--- src/hw/rtl/acft_pkg.sv ---
// Package: widths, payload structs, row layout and codes for the frequency table.
package acft_pkg;

  localparam int unsigned CountWidth = 16;
  localparam int unsigned CmpWidth   = (CountWidth > 16) ? CountWidth : 16;
  localparam int unsigned NumGroups  = 16;
  localparam int unsigned NumLanes   = 16;

  typedef logic [CountWidth-1:0] cnt_t;
  typedef cnt_t [NumLanes-1:0]   lanes_t;

  localparam cnt_t Capacity = '1;

  typedef enum logic [1:0] {
    KIND_INC = 2'd0,
    KIND_DEC = 2'd1,
    KIND_SYM = 2'd2,
    KIND_VAL = 2'd3
  } kind_e;

  typedef enum logic {
    ST_IDLE = 1'b0,
    ST_EXEC = 1'b1
  } state_e;

  typedef struct packed {
    kind_e       kind;
    logic [7:0]  symbol;
    logic [15:0] target;
  } req_t;

  typedef struct packed {
    logic [7:0]  found_symbol;
    logic [15:0] cum_start;
    logic [15:0] freq;
    logic        status;
  } res_t;

  // One group: exclusive lane prefixes and per-symbol counts
  typedef struct packed {
    lanes_t pref;
    lanes_t cnt;
  } row_t;

  typedef struct packed {
    logic       en;
    logic       up;
    logic [3:0] hi;
  } grp_upd_t;

  function automatic logic [CmpWidth-1:0] cmp_ext(input cnt_t x);
    return CmpWidth'(x);
  endfunction

  function automatic logic [15:0] out16(input cnt_t x);
    logic [CmpWidth-1:0] w;
    w = CmpWidth'(x);
    return w[15:0];
  endfunction

endpackage

--- src/hw/rtl/acft_group_table.sv ---
// Group prefix registers, total count, group search over a target value.
module acft_group_table import acft_pkg::*; (
  input  logic        clk_i,
  input  logic        rst_ni,
  input  logic [15:0] target_i,
  output logic [3:0]  grp_o,
  input  logic [3:0]  rd_idx_i,
  output cnt_t        rd_pref_o,
  output logic        full_o,
  input  grp_upd_t    upd_i
);

  lanes_t gp_q, gp_d;
  cnt_t   total_q, total_d;

  always_comb begin
    grp_o = '0;
    for (int i = 0; i < NumGroups; i++) begin
      if (cmp_ext(gp_q[i]) <= CmpWidth'(target_i)) begin
        grp_o = 4'(i);
      end
    end
  end

  assign rd_pref_o = gp_q[rd_idx_i];
  assign full_o    = (total_q == Capacity);

  always_comb begin
    gp_d    = gp_q;
    total_d = total_q;
    if (upd_i.en) begin
      for (int i = 0; i < NumGroups; i++) begin
        if (4'(i) > upd_i.hi) begin
          gp_d[i] = upd_i.up ? gp_q[i] + cnt_t'(1) : gp_q[i] - cnt_t'(1);
        end
      end
      total_d = upd_i.up ? total_q + cnt_t'(1) : total_q - cnt_t'(1);
    end
  end

  always_ff @(posedge clk_i or negedge rst_ni) begin
    if (!rst_ni) begin
      gp_q    <= '0;
      total_q <= '0;
    end else begin
      gp_q    <= gp_d;
      total_q <= total_d;
    end
  end

endmodule

--- config.mk ---
export PLATFORM = sky130hd
export DESIGN_NAME = acft_group_table
export DESIGN_NICKNAME = d
export VERILOG_FILES = /design/src/hw/rtl/acft_pkg.sv /design/src/hw/rtl/acft_group_table.sv
export SDC_FILE = /design/constraint.sdc
export NUM_CORES = 1
export LEC_CHECK = 0
export BUFFER_PORTS_ARGS = -buffer_cell sky130_fd_sc_hd__buf_2
export CORE_MARGIN = 5
export CORE_UTILIZATION = 25
export CTS_BUF_LIST = sky130_fd_sc_hd__clkbuf_8
export CTS_CLUSTER_DIAMETER = 150
export DETAILED_ROUTE_END_ITERATION = 12
export SYNTH_ARGS = -nofsm -noshare
export SYNTH_HDL_FRONTEND = slang
export SYNTH_SLANG_ARGS = --single-unit
--- constraint.sdc ---
create_clock -name clk_i -period 3.6 [get_ports clk_i]
set_clock_uncertainty 0.05 [all_clocks]
set_input_delay 0.36 -clock clk_i [delete_from_list [all_inputs] [get_ports clk_i]]
set_output_delay 0.36 -clock clk_i [all_outputs]
set_load 0.02 [all_outputs]
==> reports/qor.yml <==
run_status:
  status: "finished with violations"
  violations: "setup timing"
floorplanning:
  dieArea_um2: 112000
  fp.dieW_um: 335
  rows: 119
  dieHeight_um: 335
  core_area_um2: 105000
  start_util: 0.251
  ioPinCount: 49
routing:
  wl_mm: 83.5
  drtPass1Iterations: 5
  wl_per_cell_um: 18.6
  post-route-drc-count: 0
  vias_per_cell: 5.15
  vias: 23200
  ant_nets: 0
  drt_iter0_markers: 1697
timing:
  setup_violations: 2
  final-hold-violation-count: 0
  max_freq_ghz: 0.256
  maxSlewHeadroom: 0.204
  period_needed_ps: 3900
  rsz0062_at_grt: "yes"
  worst-slew-pin-transition_ps: 1190
  holdWs_ps: 135
  layout_setup_ws_ps: -300
  min_period_over_period: 1.08
  slew_viol_final: 0
  tns_ps: -457
cells_and_area:
  nNetsFinal: 3576
  final_util: 0.293
  areaGrowthSynthToFinish_pct: 16.9
  layoutNonFillerInstCount: 4500
  final.fill_count: 11000
  drive_above_1_share: 0.156
  design_area_um2: 30800
yosys:
  syn_inst: 2887
  synth_top_family_by_area: "adder cells"
  synthXorXnorAreaFrac: 0.0734
  synth_fa_ha_area_frac: 0.232
  avgSynthCellArea_um2: 9.14
  synth_edf_count: 0
  synth.area.mux_share: 0.0766
  synth_most_common_cell: "ha_1"
  ys.flop_type: "dfrtp_1"
  ys_seq_elements: 256
  synth_top_area_frac: 0.243
  synthTopCellsByArea: "dfrtp_1, ha_1, o21ai_0, mux4_2, xnor2_1"
  synth_cell_types: 63
  ys_warn_count: 0
  synth_top_area_cell: "dfrtp_1"
  async_flop_share: 1.00
  synth-simple-area-share: 0.137
  yosysSeqAreaShare: 0.243
  synth_compound_gate_area_share: 0.218
  netlist_top_cells_count: "ha_1, o21ai_0, nand2_1, dfrtp_1, nor2_1"
  syn-num-nets: 3395
  synth_area_um2: 26400
placement:
  dp_hpwl_mm: 64.1
  place_area_um2: 29200
  gp_congestion: 0.940
  placed_cells: 4376
  io_buffer_count: 48
power_and_ir_drop:
  power.switching_mw: 12.7
  p_int_mw: 14.1
  ir_worst_vdd_mv: 0.454
  power.leakage_nw: 14.0
  clockPowerShare: 0.113
  comb_power_share: 0.629
  seqPwrFrac: 0.258
  power_switching_share: 0.475
  cellPowerDensity_nw_per_um2: 871
worst_setup_path:
  cp_num_buf_inv: 2
  critPathCaptureType: "output port"
  crit_slowest_cell: "dfrtp_1"
  critical_path_class: "flip-flop to output port"
  crit_required_ps: 3190
  cpPeakStageDelay_ps: 480
  timing.rr.start: "total_q[1]"
  cp_data_arrival_time_ps: 3490
  cp-startpoint: "gp_q[46]"
  crit_chain: "ha_1, nand4_1, a21oi_2, a211oi_1, a21oi_2, o21ai_2, a211o_1, a211o_1, o211ai_1, buf_4, buf_6"
  worst_setup_path_start_kind: "flip-flop"
  regToRegSetupSlack_ps: 580
  crit_family: "compound AO/OA/AOI/OAI gates"
  reg2reg_depth: 10
  path_max_fanout: 4
  r2r_end: "total_q[14]"
cts:
  cts_tree: "done"
  cts_max_level: 2
  clk_pin_slew_ps: 70
  cts_inserted_buffers: 49
  cts-root-buf: "clkbuf_8"
  clock_sinks: 256
  clock_latency_ps: 660
  clk_path_buf_depth: 3
global_route:
  grtUsageTotal: 0.144
  grt_pass1_vias: 21800
  antenna_found_initial: 6
  overflow: 0
  grt_max_degree: 112
  grt_pass1_wl_mm: 128
hold_path:
  worst_hold_path_type: "primary input to async pin"
run:
  cap_violations: 0
==> logic make-up (layout without fill, tap and decap cells) <==
group	Yosys count	in the layout
other	0	2
buffers and inverters	144	364
and+or+nand+nor	770	770
AOI/OAI and AO/OA	901	901
DFF	256	256
muxes	115	115
adders and majority gates	480	480
xor gates and xnor gates	221	221
==> sequential cells by signal (all words and copies together) (netlist names) <==
| name | cells |
|---|---|
| gp_q | 240 |
| total_q | 16 |
==> placed cells by master, fill, tap and decap left out, types with 60 or more instances in the layout <==
master | Yosys | final
a21o_1 | 106 | 105
a21oi_1 | 160 | 152
buf_4 | 0 | 128
clkbuf_8 | 0 | 61
dfrtp_1 | 256 | 227
ha_1 | 464 | 448
inv_1 | 83 | 105
mux4_2 | 64 | 64
nand2_1 | 263 | 262
nand4_1 | 60 | 60
nor2_1 | 175 | 173
nor3_1 | 80 | 80
o21ai_0 | 297 | 289
xnor2_1 | 130 | 130
xor2_1 | 91 | 91
==> worst register-to-register path: cells and delay by family (launching register included) <==
| kind | cells | cell delay, ps |
|---|---|---|
| flip-flops | 1 | 430 |
| AO/OA/AOI/OAI | 6 | 1250 |
| AND/OR/NAND/NOR | 1 | 420 |
| XOR/XNOR | 1 | 90 |
| adder cells (fa/ha/maj) | 1 | 420 |
| multiplexers | 1 | 250 |
==> layout make-up <==
cell class,count,area [µm²],area share
multi-input cells,2487,19800,0.643
flip-flops and latches,256,6440,0.209
well taps,1391,1740,0.0564
repair buffers,189,1490,0.0484
clock buffers,61,840,0.0272
inverters,85,345,0.0112
clock inverters,29,156,0.00507
diodes,2,5.00,0.000162
==> layer usage <==
layer,global-route usage,up-vias,part of all wire
met5,0.00511,-,0.0015
met4,0.0435,8,0.030
met3,0.0461,152,0.096
met2,0.211,716,0.41
met1,0.201,11000,0.46
li1,-,11300,-
==> power groups by stage <==
stage,clock network [mW],logic [mW],registers (mW)
after floorplan,0,12.4,5.55
after global placement,0,15.7,6.87
after detailed placement,0,16.0,6.89
after CTS,3.14,16.5,6.84
after global routing,3.26,18.9,7.02
final,3.03,16.9,6.93
==> timing repair <==
item,CTS,global route
setup endpoints to repair,4,4
hold buffers,1,0
hold endpoints to repair,50,0
pin swaps,31,29
setup buffers,22,11
gates cloned,0,0
resized for setup,59,43
==> worst max-delay path by stage <==
stage	endpoint	slack [ps]	cells past startpoint
final	grp_o[0]	-300	11
after global routing	grp_o[0]	-420	12
after CTS	grp_o[0]	-370	11
after detailed placement	grp_o[0]	-110	14
after global placement	grp_o[0]	-130	14
after floorplan	total_q[14]	5	12
==> stage by stage <==
| step | power [mW] | setup slack (ps) |
|---|---|---|
| after floorplan | 18.0 | 4.64 |
| after detailed placement | 22.8 | -113 |
| after CTS | 26.5 | -369 |
| after global routing | 29.2 | -422 |
| final | 26.9 | -300 |
| after global placement | 22.6 | -135 |
Power figures use the tool's default switching activity.
