[config.mk]
export PLATFORM = sky130hd
export DESIGN_NAME = acft_row_update
export DESIGN_NICKNAME = d
export VERILOG_FILES = /design/src/hw/rtl/acft_pkg.sv /design/src/hw/rtl/acft_row_update.sv
export SDC_FILE = /design/constraint.sdc
export NUM_CORES = 1
export LEC_CHECK = 0
export ABC_AREA = 1
export BUFFER_PORTS_ARGS = -buffer_cell sky130_fd_sc_hd__buf_2
export CAP_MARGIN = 5
export CORE_AREA = 2 2 415 417
export DETAILED_ROUTE_END_ITERATION = 16
export DIE_AREA = 0 0 417 419
export GPL_TIMING_DRIVEN = 0
export PLACE_DENSITY = 0.36
export SETUP_SLACK_MARGIN = 0.3
export SLEW_MARGIN = 5
export SYNTH_ARGS = -nofsm -noshare
export SYNTH_HDL_FRONTEND = slang
export SYNTH_SLANG_ARGS = --single-unit
[constraint.sdc]
create_clock -name vclk -period 9.6
set_input_delay 0.96 -clock vclk [all_inputs]
set_output_delay 0.96 -clock vclk [all_outputs]
set_load 0.02 [all_outputs]
[src/hw/rtl/acft_pkg.sv]
// Package: widths, payload structs, row layout and codes for the frequency table.
package acft_pkg;

  localparam int unsigned CountWidth = 16;
  localparam int unsigned CmpWidth   = (CountWidth > 16) ? CountWidth : 16;
  localparam int unsigned NumGroups  = 16;
  localparam int unsigned NumLanes   = 16;

  typedef logic [CountWidth-1:0] cnt_t;
  typedef cnt_t [NumLanes-1:0]   lanes_t;

  localparam cnt_t Capacity = '1;

  typedef enum logic [1:0] {
    KIND_INC = 2'd0,
    KIND_DEC = 2'd1,
    KIND_SYM = 2'd2,
    KIND_VAL = 2'd3
  } kind_e;

  typedef enum logic {
    ST_IDLE = 1'b0,
    ST_EXEC = 1'b1
  } state_e;

  typedef struct packed {
    kind_e       kind;
    logic [7:0]  symbol;
    logic [15:0] target;
  } req_t;

  typedef struct packed {
    logic [7:0]  found_symbol;
    logic [15:0] cum_start;
    logic [15:0] freq;
    logic        status;
  } res_t;

  // One group: exclusive lane prefixes and per-symbol counts
  typedef struct packed {
    lanes_t pref;
    lanes_t cnt;
  } row_t;

  typedef struct packed {
    logic       en;
    logic       up;
    logic [3:0] hi;
  } grp_upd_t;

  function automatic logic [CmpWidth-1:0] cmp_ext(input cnt_t x);
    return CmpWidth'(x);
  endfunction

  function automatic logic [15:0] out16(input cnt_t x);
    logic [CmpWidth-1:0] w;
    w = CmpWidth'(x);
    return w[15:0];
  endfunction

endpackage

[src/hw/rtl/acft_row_update.sv]
// Lane search and read-modify of one group row.
module acft_row_update import acft_pkg::*; (
  input  req_t       req_i,
  input  row_t       row_i,
  input  cnt_t       gpref_i,
  input  logic       full_i,
  output logic [3:0] lane_o,
  output row_t       row_o,
  output logic       wr_o,
  output logic       refused_o
);

  logic [15:0] rem;
  logic [3:0]  found;
  logic [3:0]  lo;
  logic        up;
  logic        upd;
  cnt_t        cnt_old;

  always_comb begin
    rem   = req_i.target - out16(gpref_i);
    found = '0;
    for (int i = 0; i < NumLanes; i++) begin
      if (cmp_ext(row_i.pref[i]) <= CmpWidth'(rem)) begin
        found = 4'(i);
      end
    end
  end

  always_comb begin
    lo        = (req_i.kind == KIND_VAL) ? found : req_i.symbol[3:0];
    cnt_old   = row_i.cnt[lo];
    up        = (req_i.kind == KIND_INC);
    refused_o = 1'b0;
    upd       = 1'b0;
    case (req_i.kind)
      KIND_INC: begin
        refused_o = full_i;
        upd       = !full_i;
      end
      KIND_DEC: begin
        refused_o = (cnt_old == '0);
        upd       = (cnt_old != '0);
      end
      default: begin
        refused_o = 1'b0;
        upd       = 1'b0;
      end
    endcase
    row_o = row_i;
    if (upd) begin
      for (int i = 0; i < NumLanes; i++) begin
        if (4'(i) > lo) begin
          row_o.pref[i] = up ? row_i.pref[i] + cnt_t'(1) : row_i.pref[i] - cnt_t'(1);
        end
      end
      row_o.cnt[lo] = up ? cnt_old + cnt_t'(1) : cnt_old - cnt_t'(1);
    end
    lane_o = lo;
    wr_o   = upd;
  end

endmodule

==> flow_metrics.tcl, run 1 <==
set metrics [dict create \
    status "finished with violations" \
    violations "setup timing" \
    rsz0062_at_grt "true" \
    fmax_mhz 103.0 \
    dp_hpwl_mm 183.8 \
    antenna_left 0 \
    drt-initial-drc-count 2403 \
    register_area_um2 0 \
    synth_area_per_cell_um2 5.547 \
    finalCritPeriodShare_pct 101.1 \
    core_mm2 0.1706 \
    synth.area.mux_share_pct 0.08714 \
    track_usage_pct 23.11 \
    yosys_warnings 0 \
    critical_path.max_stage_delay_ns 0.45 \
    io_pins 1073 \
    die-height_um 419 \
    holdBufCountCts 0 \
    arrival_ns 8.75 \
    flops_and_latches 0 \
    gp_congestion 0.9427 \
    hold_class "primary input to primary output" \
    viasPerCell 4.571 \
    drive_gt1_share_pct 28.70 \
    routed_wl_mm 215.5 \
    worst-path-stages 56 \
    dp_cells 7962 \
    crit_top_cell "nand2_1" \
    power.density_mw_per_mm2 122.3 \
    n_clock_buffer 0 \
    min_period_ns 9.705 \
    yosysUniqueCellTypes 57 \
    yosys.area_share.simple_pct 39.39 \
    endpoint "row_o[62]" \
    path_class "primary input to primary output" \
    grt_pass1_wl_mm 285.1 \
    crit_fanout 10 \
    netlist_instances 4659 \
    synthesis.area_mm2 0.02584 \
    grt_max_degree 127 \
    grt_antenna_before_repair 62 \
    first_global_vias 35440 \
    synth_nets 5680 \
    drv_cap 0 \
    peakVddDrop_v 0.00006913 \
    ys_seq_area_share_pct 0 \
    synth_top_family_by_area "simple AND/OR/NAND/NOR gates" \
    cp_slowest_cell "nor4_1" \
    numPortBuffers 1053 \
    worst_pin_slew_ns 1.007 \
    route.detailed.drc 0 \
    end_kind "primary output" \
    start_util_pct 15.15 \
    synth_compound_area_share_pct 18.45 \
    area_growth_pct 47.06 \
    critPathLaunch "req_i[3]" \
    final-setup-viol-count 24 \
    slew_violations 0 \
    setup_slack_ns -0.1051 \
    worstPathRequired_ns 8.64 \
    die-area_mm2 0.1747 \
    hold_start "row_i[264]" \
    pre_cts_ws_ns -4.064 \
    synth_xor_area_share_pct 8.879 \
    rows 152 \
    critPathTopFamily "simple AND/OR/NAND/NOR gates" \
    routedWlPerCell_um 26.61 \
    relSlewSlack_pct 32.85 \
    hold_viol 0 \
    startpoint_type "primary input" \
    p_leak_uw 0.02024 \
    total_power_uw 4647 \
    first_pass_iters 6 \
    final_cells 8098 \
    grt_overflow 0 \
    vias 37020 \
    synthAdderAreaFrac_pct 23.05 \
    nets 6866 \
    hold_depth 2 \
    worst-path-buf-inv 11 \
    fp.dieW_um 417 \
]
## cells in the final DEF (no fill, tap or decap), drive strengths merged, types with 2 or more instances in the layout
cell	synthesis	routed
nand2	1757	1757
buf	133	1305
o21ai	453	453
ha	449	449
inv	366	361
nand3	352	352
a21oi	322	322
nor2	266	266
xor2	172	172
xnor2	90	90
clkbuf	76	88
nand3b	37	37
o21bai	30	30
a211oi	28	28
diode	0	22
nand4	22	22
a31oi	21	21
fa	17	17
o211ai	10	10
a21o	9	9
or2	9	9
nor3	7	7
nor4	4	4
clkinvlp	0	4
clkinv	3	4
a311oi	3	3
o31ai	3	3
and2	3	3
a221oi	2	2
nor4b	2	2
a32oi	2	2
## stage by stage
step	TNS [ns]	cell area, um^2	utilization [%]	hold slack [ns]
after CTS	-11.61	36340	21.30	2.138
after global placement	-2763.41	33920	19.88	2.139
after global routing	-19.63	37980	22.27	2.145
after detailed placement	-887.89	34460	20.20	2.138
after floorplan	0	25850	-	2.033
final	-1.264	38010	22.28	2.138
## routing by layer
metal  vias up  wire, um  global-route usage, %
li1      17830         -                      -
met1     17430     81990                  25.53
met2      1363    111300                  43.82
met3       351      9870                  2.543
met4        40     12060                  10.73
met5         -       252                      0
## where the power goes
group          leakage, uW  switching [uW]  internal [uW]  total (uW)
combinational       0.0202            3040           1600        4650
sequential               0               0              0           0
clock          0.000000143               0      0.0000768   0.0000769
total               0.0202            3040           1600        4650
## worst min-delay path by stage
stage / endpoint / slack (ns)
floorplan: row_o[256] / 2.03
global placement: row_o[264] / 2.14
detailed placement: row_o[260] / 2.14
CTS: row_o[260] / 2.14
global route: row_o[268] / 2.14
finish: row_o[264] / 2.14
## timing repair
action                                  4_1_cts  5_1_grt
hold endpoints to repair                      0        0
setup buffers                                65       42
endpoints found under the setup margin      498      497
resized for setup                           333      360
cloned                                        4        3
pin swaps                                    84      108
## final cells by class
class	instances	area, um^2
antenna	22	55.05
buffer	209	1687
fill	20000	132600
inverter	369	1448
multi-input combinational	4081	24870
tap	2233	2794
timing repair buffer	1184	7156
## cells in the mapped netlist, types with 4 or more instances
cell type  number  share of area [%]
nand2_1      1739                 25
ha_1          449                 22
inv_1         349                5.1
o21ai_0       338                6.5
nand3_1       337                6.5
a21oi_1       320                6.2
nor2_1        255                3.7
xor2_1        172                5.8
o21ai_1       112                2.2
xnor2_1        90                3.0
buf_2          76                1.5
clkbuf_1       74                1.1
nand3b_1       37                1.1
o21bai_1       30               0.87
a211oi_1       28               0.81
buf_4          26               0.76
buf_6          22               0.96
nand4_1        22               0.53
a31oi_1        21               0.51
fa_1           17                1.3
inv_2          17               0.25
nand2_2        16               0.39
o211ai_1       10               0.29
a21o_1          9               0.26
nand3_4         9               0.61
buf_8           8               0.46
nor2_2          7               0.17
nor3_1          7               0.14
nand3_2         6               0.23
nor2_4          4               0.17
nor4_1          4              0.097
or2_1           4              0.097
## cell families (layout without fill, tap and decap cells)
group                      count (synthesis)  count (layout)
AOI/OAI and AO/OA                        891             891
other                                      0              22
adders and majority gates                466             466
xor gates and xnor gates                 262             262
muxes                                      1               1
and+or+nand+nor                         2461            2461
buffers and inverters                    578            1762
(Power assumes the default switching activity.)
==> run 2: changes to the inputs <==
--- a/config.mk
+++ b/config.mk
@@ -6,7 +6,7 @@
 export NUM_CORES = 1
 export LEC_CHECK = 0
 export ABC_AREA = 1
-export BUFFER_PORTS_ARGS = -buffer_cell sky130_fd_sc_hd__buf_2
+export BUFFER_PORTS_ARGS = -buffer_cell sky130_fd_sc_hd__buf_4
 export CAP_MARGIN = 5
 export CORE_AREA = 2 2 415 417
 export DETAILED_ROUTE_END_ITERATION = 16
==> constraint.sdc (replaced) <==
create_clock -name vclk -period 9.6
set_input_delay 0 -clock vclk [all_inputs]
set_output_delay 0 -clock vclk [all_outputs]
set_load 0.02 [all_outputs]
==> run 2 against run 1 <==
Compared with the run above:
- core utilization is 0.27 points lower
- final area shrank 1.2%
- global-route usage fell by 0.15 points
- critical endpoint is now row_o[4]
- via count fell by 2.3%
- largest cell class unchanged
- worst hold slack worse by 1.9 ns
- final cell count shrank 1.3%
- sequential share of layout area did not move
- combinational power is 10% lower
- the run now ends clean
- first-iteration DRC count shrank 2.6%
- die area stayed put
- routed wire length fell by 1.4%
==> flow_metrics.tcl, run 2 (same netlist as run 1, synthesis figures left out) <==
set metrics [dict create \
    grt_antenna_before_repair 19 \
    dp_hpwl_mm 183.4 \
    numPortBuffers 1053 \
    die-area_mm2 0.1747 \
    mostFrequentLayoutCell "nand2_1" \
    arrival_ns 8.78 \
    n_clock_buffer 0 \
    tns_ns 0 \
    vias 36170 \
    use_met1_pct 26.13 \
    drive_gt1_share_pct 23.43 \
    placed_cell_area_mm2 0.03718 \
    crit_top_cell "nand2_1" \
    hold_viol 0 \
    hold_class "primary input to primary output" \
    viasPerCell 4.528 \
    grt_pass1_wl_mm 283.7 \
    path_class "primary input to primary output" \
    final-setup-viol-count 0 \
    finalCritPeriodShare_pct 91.48 \
    relSlewSlack_pct 15.47 \
    gr-usage-met3_pct 2.218 \
    layout_common_cells "1739 x nand2_1, 1092 x buf_4, 442 x ha_1" \
    core_mm2 0.1706 \
    power.density_mw_per_mm2 111.2 \
    first_global_vias 35170 \
    gr-max-usage-layer "met2" \
    fin_area_mm2 0.03755 \
    end_kind "primary output" \
    worstPathRequired_ns 9.60 \
    pre_cts_ws_ns -1.876 \
    worst_pin_slew_ns 1.259 \
    drv_cap 0 \
    rows 152 \
    route.detailed.drc 0 \
    startpoint_type "primary input" \
    crit_fanout 10 \
    grt_max_degree 117 \
    track_usage_pct 22.96 \
    cp_slowest_cell "o21ai_0" \
    io_pins 1073 \
    drt-initial-drc-count 2341 \
    p_leak_uw 0.02006 \
    met2_usage_pct 42.93 \
    die-height_um 419 \
    area_growth_pct 45.27 \
    routedWlPerCell_um 26.60 \
    fp.dieW_um 417 \
    grt_overflow 0 \
    setup_slack_ns 0.8183 \
    min_period_ns 8.782 \
    hold_start "row_i[264]" \
    slew_violations 0 \
    rsz0062_at_grt "true" \
    nets 6768 \
    status "completed" \
    critPathLaunch "gpref_i[3]" \
    antenna_left 0 \
    critical_path.max_stage_delay_ns 0.99 \
    register_area_um2 0 \
    gp_congestion 0.9690 \
    fmax_mhz 113.9 \
    routed_wl_mm 212.5 \
    peakVddDrop_v 0.00005673 \
    start_util_pct 15.15 \
    flops_and_latches 0 \
    whs_ns 0.1980 \
    first_pass_iters 6 \
]
-- run 2: cell types whose count changed in the layout (fill, tap and decap cells not counted), sizes merged --
cell      previous run  this run
buf               1305      1217
clkbuf              88        78
clkinv               4         3
clkinvlp             4         0
diode               22        11
inv                361       366
-- run 2: metal layers --
metal,wire length (um),up-vias
met2,109000,1298
li1,-,17580
met3,9121,277
met4,11080,2
met5,16,-
met1,83310,17010
-- run 2: what timing repair did --
item,in CTS,in global routing
hold buffers,0,0
resized for setup,19,47
setup buffers,4,9
pin swaps,2,6
setup endpoints to repair,195,178
-- run 2: worst paths after layout --
kind	slack, ns	depth (start not counted)	end
max	0.82	43	row_o[4]
min	0.20	2	row_o[264]
-- run 2: per-stage QoR --
stage | utilization (%) | std cells | total power, uW
final | 22.01 | 7989 | 4176
after CTS | 21.84 | 7969 | 4156
after global placement | 21.42 | 7945 | 4012
after floorplan | - | 4659 | 2135
after detailed placement | 21.79 | 7965 | 4106
after global routing | 22.01 | 7987 | 4494
-- run 2: layout make-up --
class / instances / area (um^2)
diodes: 11 / 27.53
plain buffers: 209 / 1271
fillers: 19870 / 133000
inverters: 369 / 1393
multi-input cells: 4081 / 23650
well taps: 2233 / 2794
repair buffers: 1086 / 8413
-- run 2: report_power, final --
| group | internal, uW | switching, uW |
|---|---|---|
| Combinational | 1360 | 2820 |
| Clock | 0.000100 | 0 |
| Sequential | 0 | 0 |
-- run 2: worst max-delay path, delay by kind of cell --
family | cells | cell delay [ns]
fa+ha+maj | 2 | 0.40
simple gates | 23 | 2.64
xor+xnor | 1 | 0.52
mux | 1 | 0.46
buf+inv | 9 | 2.65
compound gates | 7 | 2.02
==> run 3: changes to the inputs <==
--- a/config.mk
+++ b/config.mk
@@ -8,13 +8,14 @@
 export ABC_AREA = 1
 export BUFFER_PORTS_ARGS = -buffer_cell sky130_fd_sc_hd__buf_4
 export CAP_MARGIN = 5
-export CORE_AREA = 2 2 415 417
+export CORE_AREA = 2 2 414 416
 export DETAILED_ROUTE_END_ITERATION = 16
-export DIE_AREA = 0 0 417 419
+export DIE_AREA = 0 0 416 418
 export GPL_TIMING_DRIVEN = 0
-export PLACE_DENSITY = 0.36
+export PLACE_DENSITY = 0.35
 export SETUP_SLACK_MARGIN = 0.3
 export SLEW_MARGIN = 5
 export SYNTH_ARGS = -nofsm -noshare
 export SYNTH_HDL_FRONTEND = slang
 export SYNTH_SLANG_ARGS = --single-unit
+export TNS_END_PERCENT = 30
==> constraint.sdc (replaced) <==
create_clock -name vclk -period 11.05
set_input_delay 0 -clock vclk [all_inputs]
set_output_delay 0 -clock vclk [all_outputs]
set_load 0.02 [all_outputs]
==> run 3 against run 2 <==
Compared with the run above:
- count of clock-buffer cells in the layout is the same
- routed wire length is 1.2% higher
- die area down 0.48%
- via count rose by 0.54%
- global-route usage is 0.49 points higher
- first-iteration DRC count up 7.3%
- critical path depth is 3 higher
- core utilization is essentially flat
- largest cell class unchanged
==> flow_metrics.tcl, run 3 (same netlist as run 1, synthesis figures left out) <==
set metrics [dict create \
    hold_start "row_i[260]" \
    start_util_pct 15.28 \
    first_pass_iters 5 \
    end_kind "primary output" \
    rsz0062_at_grt "true" \
    grt_antenna_before_repair 38 \
    p_leak_uw 0.01997 \
    viasPerCell 4.567 \
    track_usage_pct 23.44 \
    grt_overflow 0 \
    final-setup-viol-count 0 \
    rows 151 \
    routedWlPerCell_um 27.00 \
    peakVddDrop_v 0.00004393 \
    area_growth_pct 44.13 \
    num-fill-cells 19640 \
    grt_pass1_wl_mm 289.4 \
    crit_top_cell "nand2_1" \
    gp_congestion 0.9407 \
    tns_ns 0 \
    path_class "primary input to primary output" \
    route.detailed.drc 0 \
    dp_hpwl_mm 186.1 \
    finalCritPeriodShare_pct 93.39 \
    fmax_mhz 96.91 \
    hold_viol 0 \
    critical_path.max_stage_delay_ns 1.00 \
    worst_pin_slew_ns 1.342 \
    numPortBuffers 1053 \
    setup_slack_ns 0.7309 \
    post-route-util_pct 22.03 \
    total_power_uw 3581 \
    status "completed" \
    die-height_um 418 \
    cp_slowest_cell "clkbuf_1" \
    n_clock_buffer 0 \
    critPathLaunch "req_i[7]" \
    io_pins 1073 \
    holdBufCountCts 0 \
    slew_violations 0 \
    drv_cap 0 \
    nets 6758 \
    whs_ns 0.1980 \
    pre_cts_ws_ns -0.6797 \
    min_period_ns 10.32 \
    vias 36370 \
    routed_wl_mm 215.1 \
    multi_input_area_mm2 0.02348 \
    first_global_vias 35690 \
    die-area_mm2 0.1739 \
    fp.dieW_um 416 \
    register_area_um2 0 \
    drive_gt1_share_pct 22.77 \
    drt-initial-drc-count 2511 \
    flops_and_latches 0 \
    worstPathRequired_ns 11.05 \
    grt_max_degree 114 \
    layout_common_cells "1739 x nand2_1, 1081 x buf_4, 449 x ha_1" \
    hold_class "primary input to primary output" \
    relSlewSlack_pct 10.51 \
    startpoint_type "primary input" \
    mostFrequentLayoutCell "nand2_1" \
    antenna_left 0 \
    power.density_mw_per_mm2 96.13 \
    arrival_ns 10.32 \
    crit_fanout 10 \
    core_mm2 0.1691 \
]
run 3: cell count changes in the layout (fill, tap and decap cells not counted), moves of 4 or more:
cell,previous run,this run
a21oi_1,315,320
clkbuf_4,4,0
buf_4,1092,1081
ha_4,7,0
buf_2,72,76
clkbuf_1,63,71
clkbuf_2,11,5
ha_1,442,449
run 3: layout make-up:
| cell class | instances | area share [%] |
|---|---|---|
| well taps | 2218 | 7.450 |
| multi-input cells | 4081 | 63.02 |
| diodes | 11 | 0.07390 |
| repair buffers | 1076 | 22.39 |
| plain buffers | 209 | 3.325 |
| inverters | 369 | 3.739 |
run 3: per-stage QoR:
stage	instances	cell area, um^2
2_1_floorplan	4659	25840
3_3_place_gp	7930	36530
3_5_place_dp	7949	37130
4_1_cts	7949	37150
5_1_grt	7961	37240
6_report	7964	37250
run 3: metal layers:
layer  track usage [%]  wire length, um  vias to the layer above
met4             9.646            10750                       10
met5                 0               66                        -
met1             26.77            84230                    17120
met2             44.02           110300                     1334
met3             2.441             9746                      323
li1                  -                -                    17580
run 3: worst paths after layout:
check                         to  slack [ns]  cells past startpoint
worst min-delay path  row_o[260]        0.20                      2
worst max-delay path  row_o[239]        0.73                     46
run 3: what timing repair did:
| item | 4_1_cts | 5_1_grt |
|---|---|---|
| pin swaps | 0 | 2 |
| gates cloned | 0 | 0 |
| buffers inserted | 0 | 4 |
| endpoints found under the setup margin | 47 | 45 |
| gates resized for setup | 6 | 3 |
run 3: report_power, final:
| part | total [uW] | switching [uW] | internal (uW) | leakage, uW |
|---|---|---|---|---|
| Combinational | 3580 | 2420 | 1160 | 0.0200 |
| Sequential | 0 | 0 | 0 | 0 |
| Clock | 0.000130 | 0 | 0.000130 | 0.0000000697 |
run 3: critical path, delay by kind of cell:
family / cells / cell delay, ns
buffers and inverters: 7 / 2.62
xor gates and xnor gates: 1 / 0.14
AOI/OAI and AO/OA: 13 / 2.58
and+or+nand+nor: 22 / 3.90
adders and majority gates: 3 / 1.00
